--- src/hdl/pdc_pkg.sv ---
package pdc_pkg;

  // Request types carried by req_type.
  localparam logic [1:0] REQ_CMD  = 2'd0;
  localparam logic [1:0] REQ_TICK = 2'd1;
  localparam logic [1:0] REQ_READ = 2'd2;

  // Command byte, top two bits.
  localparam logic [1:0] CMD_SET_X = 2'd0;
  localparam logic [1:0] CMD_SET_Y = 2'd1;
  localparam logic [1:0] CMD_GROUP = 2'd2;

  // Group command codes, low three bits of the command byte.
  localparam logic [2:0] GRP_DEC_Y    = 3'd0;
  localparam logic [2:0] GRP_SCAN_OFF = 3'd1;
  localparam logic [2:0] GRP_SET      = 3'd2;
  localparam logic [2:0] GRP_CLR      = 3'd3;
  localparam logic [2:0] GRP_SET_INC  = 3'd4;
  localparam logic [2:0] GRP_CLR_INC  = 3'd5;
  localparam logic [2:0] GRP_SCAN_ON  = 3'd6;
  localparam logic [2:0] GRP_DEC_X    = 3'd7;

  localparam logic [7:0] FRAMES_MAX = 8'd200;
  localparam logic [7:0] FADE_RESET = 8'd5;

  // Commands from the controller to the datapath.
  typedef struct packed {
    logic accept;
    logic commit;
    logic clear;
  } pdc_cmd_t;

  // Status from the datapath to the controller.
  typedef struct packed {
    logic clear_done;
    logic slot_free;
  } pdc_stat_t;

endpackage

--- src/hdl/pdc_ctrl.sv ---
module pdc_ctrl
  import pdc_pkg::*;
(
  input  logic      clk_i,
  input  logic      rst_ni,
  input  logic      in_valid_i,
  output logic      in_ready_o,
  input  pdc_stat_t stat_i,
  output pdc_cmd_t  cmd_o
);

  typedef enum logic [2:0] {
    ST_CLEAR = 3'b001,
    ST_IDLE  = 3'b010,
    ST_EXEC  = 3'b100
  } state_e;

  state_e state_q, state_d;

  always_comb begin
    state_d    = state_q;
    in_ready_o = 1'b0;
    cmd_o      = '0;
    case (state_q)
      ST_CLEAR: begin
        cmd_o.clear = 1'b1;
        if (stat_i.clear_done) begin
          state_d = ST_IDLE;
        end
      end
      ST_IDLE: begin
        in_ready_o = 1'b1;
        if (in_valid_i) begin
          cmd_o.accept = 1'b1;
          state_d      = ST_EXEC;
        end
      end
      ST_EXEC: begin
        // The result is committed only once the output register can take it.
        if (stat_i.slot_free) begin
          cmd_o.commit = 1'b1;
          state_d      = ST_IDLE;
        end
      end
      default: begin
        state_d = ST_CLEAR;
      end
    endcase
  end

  always_ff @(posedge clk_i or negedge rst_ni) begin
    if (!rst_ni) begin
      state_q <= ST_CLEAR;
    end else begin
      state_q <= state_d;
    end
  end

`ifndef SYNTH
  a_accept_then_exec: assert property (@(posedge clk_i) disable iff (!rst_ni)
    cmd_o.accept |=> (state_q == ST_EXEC))
    else $error("accepted transaction did not move to execute");

  a_commit_needs_slot: assert property (@(posedge clk_i) disable iff (!rst_ni)
    cmd_o.commit |-> stat_i.slot_free)
    else $error("commit while output register is occupied");
`endif

endmodule

--- config.mk ---
export PLATFORM = sky130hd
export DESIGN_NAME = pdc_ctrl
export DESIGN_NICKNAME = d
export VERILOG_FILES = /design/src/hdl/pdc_pkg.sv /design/src/hdl/pdc_ctrl.sv
export SDC_FILE = /design/constraint.sdc
export NUM_CORES = 1
export LEC_CHECK = 0
export BUFFER_PORTS_ARGS = -buffer_cell sky130_fd_sc_hd__buf_2
export CORE_AREA = 3 3 40 42
export DETAILED_ROUTE_END_ITERATION = 8
export DIE_AREA = 0 0 43 45
export SYNTH_ARGS = -nofsm -noshare
export SYNTH_HDL_FRONTEND = slang
export SYNTH_SLANG_ARGS = --single-unit
--- constraint.sdc ---
create_clock -name clk_i -period 1 [get_ports clk_i]
set_input_delay 0.2 -clock clk_i [delete_from_list [all_inputs] [get_ports clk_i]]
set_output_delay 0.2 -clock clk_i [all_outputs]
set_load 0.01 [all_outputs]
==> flow_metrics.tcl, run 1 <==
set metrics [dict create \
    outcome "complete, but fails checks" \
    violations "negative setup slack" \
    wl_um 595 \
    crit_path_start_kind "register" \
    fin_worst_skew_ps 1.99 \
    ys_warn_count 0 \
    dpl-instance-area_um2 279 \
    diodes 0 \
    top_register "state_q" \
    core-area_um2 1280 \
    synth_area_per_cell_um2 10.4 \
    synth_top_cell_by_area "dfrtp_1" \
    syn-num-nets 23 \
    powerDensity_nw_per_um2 2620 \
    path_delay_family "flip-flops" \
    internal_power_uw 678 \
    clock-root-buffer "clkbuf_4" \
    clock_power_share 0.222 \
    synth_edf_count 0 \
    numCtsBuffers 3 \
    maxCapViolCount 0 \
    die_x_um 43 \
    dr.pass1.iters 4 \
    dieArea_um2 1940 \
    fp.dieH_um 45 \
    gr-total-overflow 0 \
    fin_crit_sh 1.36 \
    wl_per_cell_um 11.0 \
    dp_cells 44 \
    final_cells 54 \
    path_max_fanout 4 \
    fmax_ghz 0.737 \
    hold_ws_ps 246 \
    drt_iter0_drc 6 \
    synth.top_cell.area_share 0.267 \
    grt_max_degree 6 \
    slew_headroom 0.865 \
    grt_pass1_vias 224 \
    netSwitchingPower_uw 321 \
    dp_hpwl_um 370 \
    synth.distinct_cells 16 \
    p_sw_frac 0.321 \
    ys_async_sr_fraction 1.00 \
    combPwrFrac 0.533 \
    path_cells "and4bb_2, buf_6" \
    critPathKind "reg -> out" \
    crit_buf_inv 1 \
    finalHoldViolCount 0 \
    clkSinkCount 3 \
    vias 224 \
    initial_utilization 0.146 \
    p_leak_uw 0.000180 \
    cp.arrival_ps 1160 \
    max_stage_delay_ps 550 \
    cts_buffer_depth 2 \
    syn-cell-area_um2 188 \
    synth_area_leaders "dfrtp_1 27%, dfstp_2 14%, nor3b_1 8.0%" \
    gp_congestion 0.783 \
    rsz0062_at_grt "yes" \
    reg_top3 "state_q (3)" \
    grt_usage 0.0758 \
    clk_pin_slew_ps 40 \
    maxSlewViolCount 0 \
    fin_ws_ps -358 \
    crit_required_ps 800 \
    drc 0 \
    clock_latency_ps 240 \
    fin_nets 45 \
    synth.yosys.seq_area_share 0.407 \
    p_total_uw 999 \
    via_per_inst 4.15 \
    ios 9 \
    ys_top_cells_by_count "2 x dfrtp_1, 2 x nor3b_1" \
    rows 13 \
    end_kind "output pin" \
    largest_register_ffs 3 \
    h-tree-depth 1 \
    power.ir.vdd_worst_v 0.00116 \
    setup_violations 7 \
    drive_gt1_frac 0.692 \
    areaGrowthSynthToFinish_pct 103 \
    tightest_slew_ps 201 \
    ant_nets 0 \
    antenna_found_initial 0 \
    power_frac_seq 0.245 \
    ys_ff_latch 3 \
    syn_inst 18 \
    cts_tree "done" \
    ys.flop_type "dfrtp_1" \
    fin_crit_ps 1360 \
    cpMaxStageDelayCell "dfstp_2" \
    hp-class "in -> reg" \
    grt_pass1_wl_um 986 \
    fin_area_um2 382 \
    port_buffers 8 \
]
## layout by cell type, fill, tap and decap left out
cell type,netlist,final
nor2b_1,1,1
nor3b_2,0,2
buf_6,0,4
a21oi_2,0,1
buf_4,1,6
and2_1,1,1
o21ai_0,1,1
clkbuf_4,0,3
and3b_1,1,1
nand3b_1,1,1
dfrtp_2,0,1
dlygate4sd3_1,0,1
o31ai_1,1,1
a211o_1,1,1
and4bb_2,1,1
clkbuf_1,0,1
or3b_1,1,1
nor4b_2,0,1
buf_2,0,7
inv_1,1,1
dfstp_2,1,1
dfrtp_1,2,1
## final timing paths
kind                                        start                endpoint  slack, ps  cells past startpoint
max                        state_q[0]$_DFFE_PN1P_                cmd_o[1]       -360                      2
min                                     stat_i[0]  state_q[2]$_DFFE_PN0P_        250                      3
max reg2reg                state_q[2]$_DFFE_PN0P_  state_q[1]$_DFFE_PN0P_       -250                      5
min reg2reg                state_q[1]$_DFFE_PN0P_  state_q[2]$_DFFE_PN0P_        620                      2
max in group asynchronous                  rst_ni  state_q[0]$_DFFE_PN1P_        510                      2
min in group asynchronous                  rst_ni  state_q[1]$_DFFE_PN0P_        290                      2
## routing by layer
metal	track usage	wire (um)	vias up
li1	-	-	111
met1	0.0870	287	99
met2	0.0898	239	12
met3	0.0637	63	2
met4	0.0542	4	0
met5	0	0	-
## metrics by stage
step | setup WS, ps | util | setup TNS [ps]
final | -358 | 0.297 | -1650
after floorplan | -158 | - | -329
after detailed placement | -146 | 0.217 | -541
after global routing | -404 | 0.297 | -2020
after CTS | -366 | 0.286 | -1550
after global placement | -126 | 0.217 | -503
## logic make-up after synthesis
kind of cell | Yosys count | share of synthesized area
buffers and inverters | 2 | 0.0600
flip-flops | 3 | 0.407
AO/OA/AOI/OAI | 4 | 0.140
AND/OR/NAND/NOR | 9 | 0.393
## power by group through the flow
stage	logic, uW	clock network [uW]	registers (uW)
after floorplan	198	0	242
after global placement	339	0	258
after detailed placement	338	0	262
after CTS	510	229	246
after global routing	573	242	253
final	532	221	245
## area by class of cell
class	count	area, um^2
Fill cell	136	903
Timing Repair Buffer	18	135
Multi-Input combinational cell	13	120
Sequential cell	3	77.6
Clock buffer	4	26.3
Tap cell	15	18.8
Inverter	1	3.75
## worst register-to-register path, cell delays in order, from the launching register on
cell and delay (ps):
dfrtp_1 400, buf_4 150, buf_6 100, buf_4 140, nor4b_2 260, a211o_1 130
## repair_timing
action | CTS | global route
endpoints found under the hold margin | 3 | 0
buffers inserted | 4 | 1
endpoints found under the setup margin | 7 | 7
gates cloned | 0 | 0
pin swaps | 5 | 0
hold buffers | 1 | 0
gates resized for setup | 6 | 1
Power figures use the tool's default switching activity.
==> run 2, diff against run 1 <==
Settings changed: PLACE_DENSITY set to 0.37.
==> run 2 against run 1 <==
Compared with the run above:
- the flow still finishes with violations (negative setup slack)
- first-iteration DRC count decreased by 100%
- non-clock buffer count down 3
- critical endpoint unchanged
- largest power group unchanged
- setup slack lost 6.6 ps
- critical path type unchanged
==> flow_metrics.tcl, run 2 (same netlist as run 1, synthesis figures left out) <==
set metrics [dict create \
    outcome "complete, but fails checks" \
    violations "negative setup slack" \
    grt_pass1_wl_um 945 \
    startpoint "state_q[0]$_DFFE_PN1P_" \
    gr-usage-met2 0.126 \
    final_common_cell "buf_2" \
    p_leak_uw 0.000164 \
    regArea_um2 78.8 \
    vias 204 \
    gr-total-overflow 0 \
    setup_violations 7 \
    fin_ws_ps -364 \
    met3_usage 0.0279 \
    reg_top3 "state_q (3)" \
    slew_headroom 0.855 \
    h-tree-depth 1 \
    multi_input_area_um2 126 \
    cts_buffer_depth 2 \
    cpMaxStageDelayCell "dfstp_2" \
    max_stage_delay_ps 560 \
    drive_gt1_frac 0.750 \
    top_register "state_q" \
    fin_crit_sh 1.36 \
    wl_per_cell_um 11.6 \
    power.ir.vdd_worst_v 0.000743 \
    gp_congestion 0.606 \
    rows 13 \
    maxCapViolCount 0 \
    place_ws_ps -146 \
    drc 0 \
    fmax_ghz 0.733 \
    fin_crit_ps 1360 \
    via_per_inst 4.00 \
    endpoint "cmd_o[1]" \
    diodes 0 \
    largest_register_ffs 3 \
    areaGrowthSynthToFinish_pct 95.3 \
    fin_nets 42 \
    layout_common_cells "7 x buf_2, 4 x buf_6, 3 x clkbuf_4, 3 x buf_4" \
    maxSlewViolCount 0 \
    die_x_um 43 \
    path_max_fanout 4 \
    crit_path_start_kind "register" \
    grt_busiest_layer "met2" \
    fp.dieH_um 45 \
    fin_worst_skew_ps 2.53 \
    rsz0062_at_grt "yes" \
    critPathKind "reg -> out" \
    path_delay_family "flip-flops" \
    dieArea_um2 1940 \
    finalHoldViolCount 0 \
    drt_iter0_drc 0 \
    crit_required_ps 800 \
    grt_usage 0.0709 \
    clock_latency_ps 230 \
    end_kind "output pin" \
    tightest_slew_ps 215 \
    nFillCells 145 \
    crit_buf_inv 1 \
    clkSinkCount 3 \
    clk_pin_slew_ps 40 \
    dr.pass1.iters 1 \
    cts_tree "done" \
    dp_cells 43 \
    hold_ws_ps 258 \
    core-area_um2 1280 \
    timing.rr.end "state_q[1]$_DFFE_PN0P_" \
    wl_um 594 \
    port_buffers 8 \
    gr-usage-met1 0.0654 \
    ios 9 \
    hp-class "in -> reg" \
    ant_nets 0 \
    r2r_slack_ps -220 \
    grt_pass1_vias 228 \
    grt_max_degree 10 \
    clock-root-buffer "clkbuf_4" \
    path_cells "and4bb_2, buf_6" \
    reg2reg_from "state_q[0]$_DFFE_PN1P_" \
    antenna_found_initial 0 \
    numCtsBuffers 3 \
    cp.arrival_ps 1160 \
    critical_path_depth 2 \
    hold_start "stat_i[0]" \
    powerDensity_nw_per_um2 2540 \
    final_cells 51 \
    reg2regPathDepth 4 \
    initial_utilization 0.146 \
]
-- run 2: metal layers --
layer	up-vias	wire [um]
met5	-	0
met4	0	0
met2	3	358
met3	0	19
li1	104	-
met1	97	217
-- run 2: metrics by stage --
stage	utilization	setup TNS [ps]	power, uW	cell area (um^2)
2_1_floorplan	-	-329	440	198
3_3_place_gp	0.211	-613	572	272
3_5_place_dp	0.211	-656	572	272
4_1_cts	0.272	-1630	883	349
5_1_grt	0.285	-1960	998	367
6_report	0.285	-1630	933	367
-- run 2: worst min path at each step --
stage                                  end  slack [ps]  cells past startpoint
floorplan           state_q[1]$_DFFE_PN0P_        -100                      0
global placement    state_q[2]$_DFFE_PN0P_        -0.4                      1
detailed placement  state_q[2]$_DFFE_PN0P_         0.2                      1
CTS                 state_q[2]$_DFFE_PN0P_         250                      3
global route        state_q[2]$_DFFE_PN0P_         250                      3
finish              state_q[2]$_DFFE_PN0P_         260                      3
-- run 2: power breakdown --
| part | internal, uW | switching [uW] | total (uW) | leakage [uW] |
|---|---|---|---|---|
| Combinational | 290 | 193 | 482 | 0.000115 |
| Sequential | 189 | 49.5 | 238 | 0.0000342 |
| Clock | 150 | 62.8 | 212 | 0.0000150 |
| Total | 628 | 305 | 933 | 0.000164 |
-- run 2: repair_timing --
| action | in CTS | in global routing |
|---|---|---|
| hold buffers | 1 | 0 |
| endpoints found under the hold margin | 3 | 0 |
| buffers inserted | 2 | 1 |
| pin swaps | 3 | 3 |
| endpoints found under the setup margin | 7 | 7 |
| gates resized for setup | 6 | 4 |
-- run 2: layout make-up --
class | count | area share
clock buffer | 4 | 0.0717
inverter | 1 | 0.0102
multi-input combinational | 13 | 0.345
sequential | 3 | 0.215
tap | 15 | 0.0512
timing repair buffer | 15 | 0.307
-- run 2: tightest hold or removal path, stage by stage --
cell and delay [ps]:
buf_2 90, or3b_1 110, a21oi_2 50
==> run 3, diff against run 2 <==
Settings changed: CELL_PAD_IN_SITES_DETAIL_PLACEMENT set to 2, CELL_PAD_IN_SITES_GLOBAL_PLACEMENT set to 2, PLACE_DENSITY 0.37 to 0.53.
==> run 3 against run 2 <==
Compared with the run above:
- the run still ends with negative setup slack left
- sequential cell count unchanged
- final cell count grew 3.9%
- sequential power rose by 13%
- setup slack lost 28 ps
- non-clock buffer count rose by 2
- final area up 0.34%
- critical path depth unchanged
- sequential share of layout area fell by 0.073 points
- maximum frequency decreased by 2.0%
- critical path type unchanged
- largest cell class is now non-clock buffers
- largest power group unchanged
==> flow_metrics.tcl, run 3 (same netlist as run 1, synthesis figures left out) <==
set metrics [dict create \
    cts_tree "done" \
    maxCapViolCount 0 \
    fin_crit_sh 1.39 \
    diodes 0 \
    crit_buf_inv 1 \
    dpl-instance-area_um2 264 \
    path_max_fanout 6 \
    clkSinkCount 3 \
    path_cells "and4bb_2, buf_6" \
    max_stage_delay_ps 570 \
    maxSlewViolCount 0 \
    tightest_slew_ps 205 \
    clock-root-buffer "clkbuf_4" \
    reg_top3 "state_q (3)" \
    rows 13 \
    rsz0062_at_grt "yes" \
    fin_ws_ps -392 \
    violations "negative setup slack" \
    wl_per_cell_um 12.4 \
    final_common_cell "buf_2" \
    fin_worst_skew_ps 2.79 \
    critPathKind "reg -> out" \
    gr-total-overflow 0 \
    cp.arrival_ps 1190 \
    finalHoldViolCount 0 \
    powerDensity_nw_per_um2 2680 \
    wl_um 656 \
    grt_usage 0.0892 \
    crit_required_ps 800 \
    fin_crit_ps 1390 \
    nFillCells 159 \
    path_delay_family "flip-flops" \
    outcome "complete, but fails checks" \
    setup_violations 7 \
    power.ir.vdd_worst_v 0.000899 \
    grt_max_degree 8 \
    end_kind "output pin" \
    core-area_um2 1280 \
    dr.pass1.iters 2 \
    h-tree-depth 1 \
    layout_common_cells "7 x buf_2, 6 x buf_4, 3 x clkbuf_4, 3 x buf_6" \
    drive_gt1_frac 0.684 \
    drt_iter0_drc 3 \
    initial_utilization 0.146 \
    top_register "state_q" \
    gp_congestion 0.610 \
    r2r_slack_ps -240 \
    p_leak_uw 0.000172 \
    cpMaxStageDelayCell "dfstp_2" \
    clk_pin_slew_ps 40 \
    antenna_found_initial 0 \
    hold_start "stat_i[0]" \
    crit_path_start_kind "register" \
    grt_pass1_wl_um 1130 \
    fp.dieH_um 45 \
    startpoint "state_q[0]$_DFFE_PN1P_" \
    die_x_um 43 \
    p_total_uw 985 \
    largest_register_ffs 3 \
    place_ws_ps -157 \
    numCtsBuffers 3 \
    cts_buffer_depth 2 \
    port_buffers 8 \
    dieArea_um2 1940 \
    areaGrowthSynthToFinish_pct 96.0 \
    hp-class "in -> reg" \
    ant_nets 0 \
    drc 0 \
    ios 9 \
    fin_area_um2 368 \
    vias 220 \
    fin_nets 44 \
    slew_headroom 0.862 \
    reg2reg_from "state_q[0]$_DFFE_PN1P_" \
    utilization 0.286 \
    via_per_inst 4.15 \
    fmax_ghz 0.719 \
    grt_pass1_vias 249 \
    clock_latency_ps 250 \
]
run 3: final cells by class:
type | instances | area (um^2) | share of cell area
Clock buffer | 4 | 26.3 | 0.0714
Inverter | 1 | 3.75 | 0.0102
Multi-Input combinational cell | 13 | 116 | 0.316
Sequential cell | 3 | 78.8 | 0.214
Tap cell | 15 | 18.8 | 0.0510
Timing Repair Buffer | 17 | 124 | 0.337
run 3: what timing repair did:
item	CTS	global route
setup buffers	5	1
endpoints found under the setup margin	7	7
pin swaps	3	1
gates resized for setup	4	2
hold buffers	1	0
endpoints found under the hold margin	3	0
cloned	0	0
run 3: through the flow:
step	std cells	TNS, ps	hold WS (ps)
floorplan	18	-329	-95.6
global placement	42	-679	-0.802
detailed placement	42	-796	-1.05
CTS	52	-1860	238
global route	53	-2320	238
finish	53	-1890	247
run 3: final timing paths:
path,to,depth (start not counted)
setup / recovery,cmd_o[1],2
hold / removal,state_q[2]$_DFFE_PN0P_,3
setup reg to reg,state_q[0]$_DFFE_PN1P_,5
hold reg to reg,state_q[2]$_DFFE_PN0P_,1
max in group asynchronous,state_q[0]$_DFFE_PN1P_,2
min in group asynchronous,state_q[1]$_DFFE_PN0P_,2
run 3: power by group:
| part | total [uW] | internal [uW] | leakage, uW | switching [uW] |
|---|---|---|---|---|
| clock network | 233 | 151 | 0.0000150 | 82.7 |
| registers | 268 | 189 | 0.0000342 | 78.5 |
| logic | 484 | 319 | 0.000123 | 165 |
| total | 985 | 659 | 0.000172 | 326 |
run 3: routing by layer:
metal | track usage | up-vias | routed length, um
li1 | - | 106 | -
met1 | 0.0918 | 103 | 277
met2 | 0.126 | 9 | 316
met5 | 0 | - | 0
met4 | 0.0723 | 0 | 17
met3 | 0.0598 | 2 | 45
run 3: tightest hold or removal path, delay by kind of cell:
kind,cells,cell delay [ps]
AND/OR/NAND/NOR,1,100
AO/OA/AOI/OAI,1,70
buffers and inverters,1,90
